==> src/rtl/pscp_div_pipe.sv <==
// Pipelined restoring divider: one quotient bit per stage, with a carried sideband.
`timescale 1ns / 1ps
`default_nettype none

module pscp_div_pipe #(
	parameter int LEN_WIDTH  = 34,
	parameter int FRAC_BITS  = 16,
	parameter int SIDE_WIDTH = 8
) (
	input  wire logic                  clk,
	input  wire logic                  arst_n,
	input  wire logic                  in_valid,
	output logic                       in_ready,
	input  wire logic [LEN_WIDTH-1:0]  in_rem,
	input  wire logic [LEN_WIDTH-1:0]  in_len,
	input  wire logic [SIDE_WIDTH-1:0] in_side,
	output logic                       out_valid,
	input  wire logic                  out_ready,
	output logic [FRAC_BITS:0]         out_quot,
	output logic [SIDE_WIDTH-1:0]      out_side
);

	// One integer bit plus FRAC_BITS fraction bits, one stage for each.
	localparam int STEPS = FRAC_BITS + 1;
	localparam int QW    = FRAC_BITS + 1;

	logic [STEPS:0]          en;
	logic                    valid_s [0:STEPS-1];
	logic [LEN_WIDTH-1:0]    rem_s   [0:STEPS-1];
	logic [LEN_WIDTH-1:0]    len_s   [0:STEPS-1];
	logic [QW-1:0]           quot_s  [0:STEPS-1];
	logic [SIDE_WIDTH-1:0]   side_s  [0:STEPS-1];

	// The last stage moves on when the consumer takes the transfer.
	assign en[STEPS] = out_ready;

	for (genvar i = 0; i < STEPS; i++) begin : g_step
		logic                  valid_src;
		logic [LEN_WIDTH:0]    trial;
		logic [LEN_WIDTH-1:0]  len_src;
		logic [QW-1:0]         quot_src;
		logic [SIDE_WIDTH-1:0] side_src;
		logic [LEN_WIDTH:0]    diff;
		logic                  q_bit;

		// The first step compares the dividend itself; later steps shift the remainder.
		if (i == 0) begin : g_first
			assign valid_src = in_valid;
			assign trial     = {1'b0, in_rem};
			assign len_src   = in_len;
			assign quot_src  = '0;
			assign side_src  = in_side;
		end else begin : g_next
			assign valid_src = valid_s[i-1];
			assign trial     = {rem_s[i-1], 1'b0};
			assign len_src   = len_s[i-1];
			assign quot_src  = quot_s[i-1];
			assign side_src  = side_s[i-1];
		end

		// Trial subtraction decides this quotient bit.
		assign diff  = trial - {1'b0, len_src};
		assign q_bit = (trial >= {1'b0, len_src});

		// A stage may load when it is empty or its content moves on.
		assign en[i] = !valid_s[i] || en[i+1];

		always_ff @(posedge clk or negedge arst_n) begin
			if (!arst_n) begin
				valid_s[i] <= 1'b0;
			end else if (en[i]) begin
				valid_s[i] <= valid_src;
			end
		end

		always_ff @(posedge clk) begin
			if (en[i]) begin
				rem_s[i]  <= q_bit ? diff[LEN_WIDTH-1:0] : trial[LEN_WIDTH-1:0];
				len_s[i]  <= len_src;
				quot_s[i] <= {quot_src[QW-2:0], q_bit};
				side_s[i] <= side_src;
			end
		end
	end

	assign in_ready  = en[0];
	assign out_valid = valid_s[STEPS-1];
	assign out_quot  = quot_s[STEPS-1];
	assign out_side  = side_s[STEPS-1];

endmodule

`default_nettype wire

==> config.mk <==
export PLATFORM = sky130hd
export DESIGN_NAME = pscp_div_pipe
export DESIGN_NICKNAME = d
export VERILOG_FILES = /design/src/rtl/pscp_div_pipe.sv
export SDC_FILE = /design/constraint.sdc
export NUM_CORES = 2
export LEC_CHECK = 0
export BUFFER_PORTS_ARGS = -buffer_cell sky130_fd_sc_hd__buf_2
export CORE_ASPECT_RATIO = 0.8
export CORE_UTILIZATION = 60
export DETAILED_ROUTE_END_ITERATION = 8
export PLACE_DENSITY = 0.76
export SLEW_MARGIN = 15
export SYNTH_ARGS = -nofsm -noshare
export SYNTH_HDL_FRONTEND = slang
export SYNTH_SLANG_ARGS = --single-unit
==> constraint.sdc <==
create_clock -name clk -period 19.2 [get_ports clk]
set_input_delay 1.92 -clock clk [delete_from_list [all_inputs] [get_ports clk]]
set_output_delay 1.92 -clock clk [all_outputs]
set_load 0.02 [all_outputs]
==> results by group <==
Route
  – DRC: 0
  – Final ANT Viol Nets: 0
  – Detailed Route WL: roughly 160000 um
  – Detailed router's first-iteration violation count: approximately 3300
  – Via density: 5.88
  – Routed WL per cell: 18.3 um
  – Drt first pass iters: 7
  – Vias: ~53000

Clock network
  – CTS Buf Count: 148
  – Maximum clock insertion buffer count: 3
  – Post-CTS Hold Buffers: 0
  – # clock sinks: 1394
  – H-tree levels: 4
  – Clk slew on worst S/H paths: around 0.060 ns
  – CTS root buf: clkbuf_16
  – CTS tree: done
  – Clk Latency, worst-skew pair: 0.79 ns
  – CTS resizes: 0
  – # Post-CTS Setup Buffers: 0

Place
  – Placer Congestion: a little under 1
  – Post-detail-place hpwl: approximately 130000 um
  – Placed cell area: about 0.08 sq mm
  – # port buffers: approximately 110
  – Pre-CTS setup slack: around 11 ns

Setup path
  – R2r setup slk: ~14 ns
  – Worst Path Arrival: 6.31 ns
  – CP max-delay cell: nor3_1
  – Critical path, cell by cell: buf_2 -> nor2b_1 -> nand2_4 -> nor2_1 -> nand2_4 -> nor3_1 -> nand3_4 -> nor2_1 -> nand3_4 -> buf_2
  – Worst Setup SP: out_ready
  – Worst Setup Path Type: primary input to output pin
  – CP max FO: 34
  – Worst Path Buf+Inv: 2
  – Worst Path Required: approximately 17 ns
  – Startpoint class of the critical path: primary input
  – Critical path's largest stage delay: 0.99 ns
  – CP Capture Type: output pin
  – FF-to-FF Start: out_valid$_DFFE_PN0P_
  – Family with the most delay on the worst path: simple AND/OR/NAND/NOR gates

Synthesis
  – Ys flop type: edfxtp_1
  – Mapped Avg Cell Area: about 11 sq um
  – Synth top area cells: edfxtp_1 53%, ha_1 9.2%, inv_1 3.5%, a21oi_1 3.5%, a21o_1 3.0%
  – Mux contribution to synthesized area: under 10%
  – Yosys top cell by area: edfxtp_1
  – Count leader, synth: edfxtp_1
  – Post-synth net total: between 7000 and 8000
  – Asr flop ratio synth: 1.22%
  – Netlist cell types: 100
  – Synth Area in Compound Gates: between 15 and 20%
  – Synth Area in XOR/XNOR: 4.87%
  – Largest family of logic cells by synthesized area: compound AO/OA/AOI/OAI gates
  – Mapped Area: 0.0784 sq mm
  – Sequential share of the synthesized area: a little over half
  – Synth Instances: approximately 7000
  – Flops & latches, synth: 1394
  – Simple logic cell fraction of the synthesized area: a little under a tenth
  – Synth Area in Adders: 9.62%
  – Syn. warnings: 0
  – Post-synth EDFFs: approximately 1400
  – Synth cell count leaders: 1377 x edfxtp_1, 735 x inv_1, 577 x ha_1
  – Yosys top cell area share: between 50% and 60%

STA
  – Final worst slack: roughly 11 ns
  – TNS Setup: 0 ns
  – FMAX: roughly 120 MHz
  – Worst Max-Slew Pin Slew: 1.16 ns
  – Max-slew headroom: 22.3%
  – Final Hold Fails: 0
  – Final setup vio count: 0
  – Fin. max-slew vios: 0
  – RSZ-0062 raised after global routing: false
  – Tcrit/Tclk final: a little over two fifths
  – Minimum clock period: 8.23 ns
  – Clock Skew: 0.0292 ns

Power and ir drop
  – Total power: between 15 and 20 mW
  – Pwr Density: between 150 and 200 mW/mm^2
  – Static leakage: approximately 36 nW
  – Worst vdd ir: 0.110 mV

Cells and area
  – Area Growth Syn to Fin: 9.22%
  – Layout cell share with drive strength beyond 1: around 8.7%
  – Net count, final: just under 8000
  – Cell area after layout: between 0.08 and 0.09 sq mm
  – Final Core Density: 66.1%

Floorplan
  – Die Ht: roughly 330 um
  – Die area: about 0.13 sq mm
  – # IOs: about 110
  – Core Area: ~0.13 sq mm
  – Die Wd: between 400 and 500 um
  – Initial Util: between 60 and 70%
  – Placement Rows: approximately 120

GRT
  – Tot GR Track Use: between 20% and 30%
  – Largest net degree at the start of global routing: 88
  – Vias in the first global route: approximately 53000
  – Initial antenna violation count: 5
  – Total gr overflow: 0
  – Global-route wire length before repair: between 200000 and 300000 um

Run status
  – Status: complete, no violations

Flow run
  – Max_cap viols: 0

Hold path
  – Hold path start: side_s[0][40]$_DFFE_PP_
  – Hold crit path type: register to register
routing by layer:
metal	wire length, um	track usage [%]	vias to the layer above
met5	0	0	-
met4	10400	15.6	0
met3	5750	3.43	514
met2	85300	46.1	1415
met1	62300	26.5	24900
li1	-	-	25800
where the power goes:
part           total [mW]  internal [mW]  leakage [nW]  switching [mW]
sequential           5.37           4.86          14.5           0.518
combinational        7.56           3.26          19.6            4.30
clock                2.79           1.63          2.34            1.15
cell usage in the layout (no fill, tap or decap), types with 78 or more instances in the layout:
master / instances
o21ai_0: 417
nor2b_1: 78
mux2_2: 150
nor2_1: 407
ha_1: 577
xnor2_1: 256
buf_2: 106
inv_1: 730
nand2_1: 442
xor2_1: 180
edfxtp_1: 1377
nor3_1: 103
clkbuf_16: 151
nand3_1: 119
nand2b_1: 89
a21oi_1: 540
a21o_1: 308
nand4_1: 79
o21a_1: 79
kinds of logic after synthesis:
logic type	after synthesis
adder cells (fa/ha/maj)	593
buffers and inverters	889
AND/OR/NAND/NOR	1570
multiplexers	201
XOR/XNOR	436
AO/OA/AOI/OAI	1860
flip-flops	1394
final cells by class:
| type | count | area (sq um) |
|---|---|---|
| Inverter | 736 | 2770 |
| Sequential cell | 1394 | 41800 |
| Multi-Input combinational cell | 4660 | 33300 |
| Clock inverter | 88 | 817 |
| Antenna cell | 2 | 5.00 |
| Fill cell | 9578 | 43900 |
| Timing Repair Buffer | 143 | 821 |
| Tap cell | 1740 | 2180 |
| Clock buffer | 179 | 3930 |
path summary, 6_finish.rpt:
path | to | depth (start not counted)
setup / recovery | in_ready | 10
hold / removal | side_s[0][48]$_DFFE_PP_ | 0
setup reg to reg | side_s[0][10]$_DFFE_PP_ | 8
hold reg to reg | side_s[0][48]$_DFFE_PP_ | 0
max in group asynchronous | g_step[14].valid_src$_DFFE_PN0P_ | 1
min in group asynchronous | g_step[5].valid_src$_DFFE_PN0P_ | 1
metrics by stage:
stage,hold WS [ns],cells
after floorplan,0.400,6943
after global placement,0.400,8672
after detailed placement,0.405,8672
after CTS,0.398,8939
after global routing,0.406,8942
final,0.392,8942
flip-flops by register name (all words and copies together), names as in the netlist:
register and flops:
out_valid 1, side_s 136, quot_s 153, len_s 544, g_step.valid_src 16, rem_s 544
(Power assumes the default switching activity.)
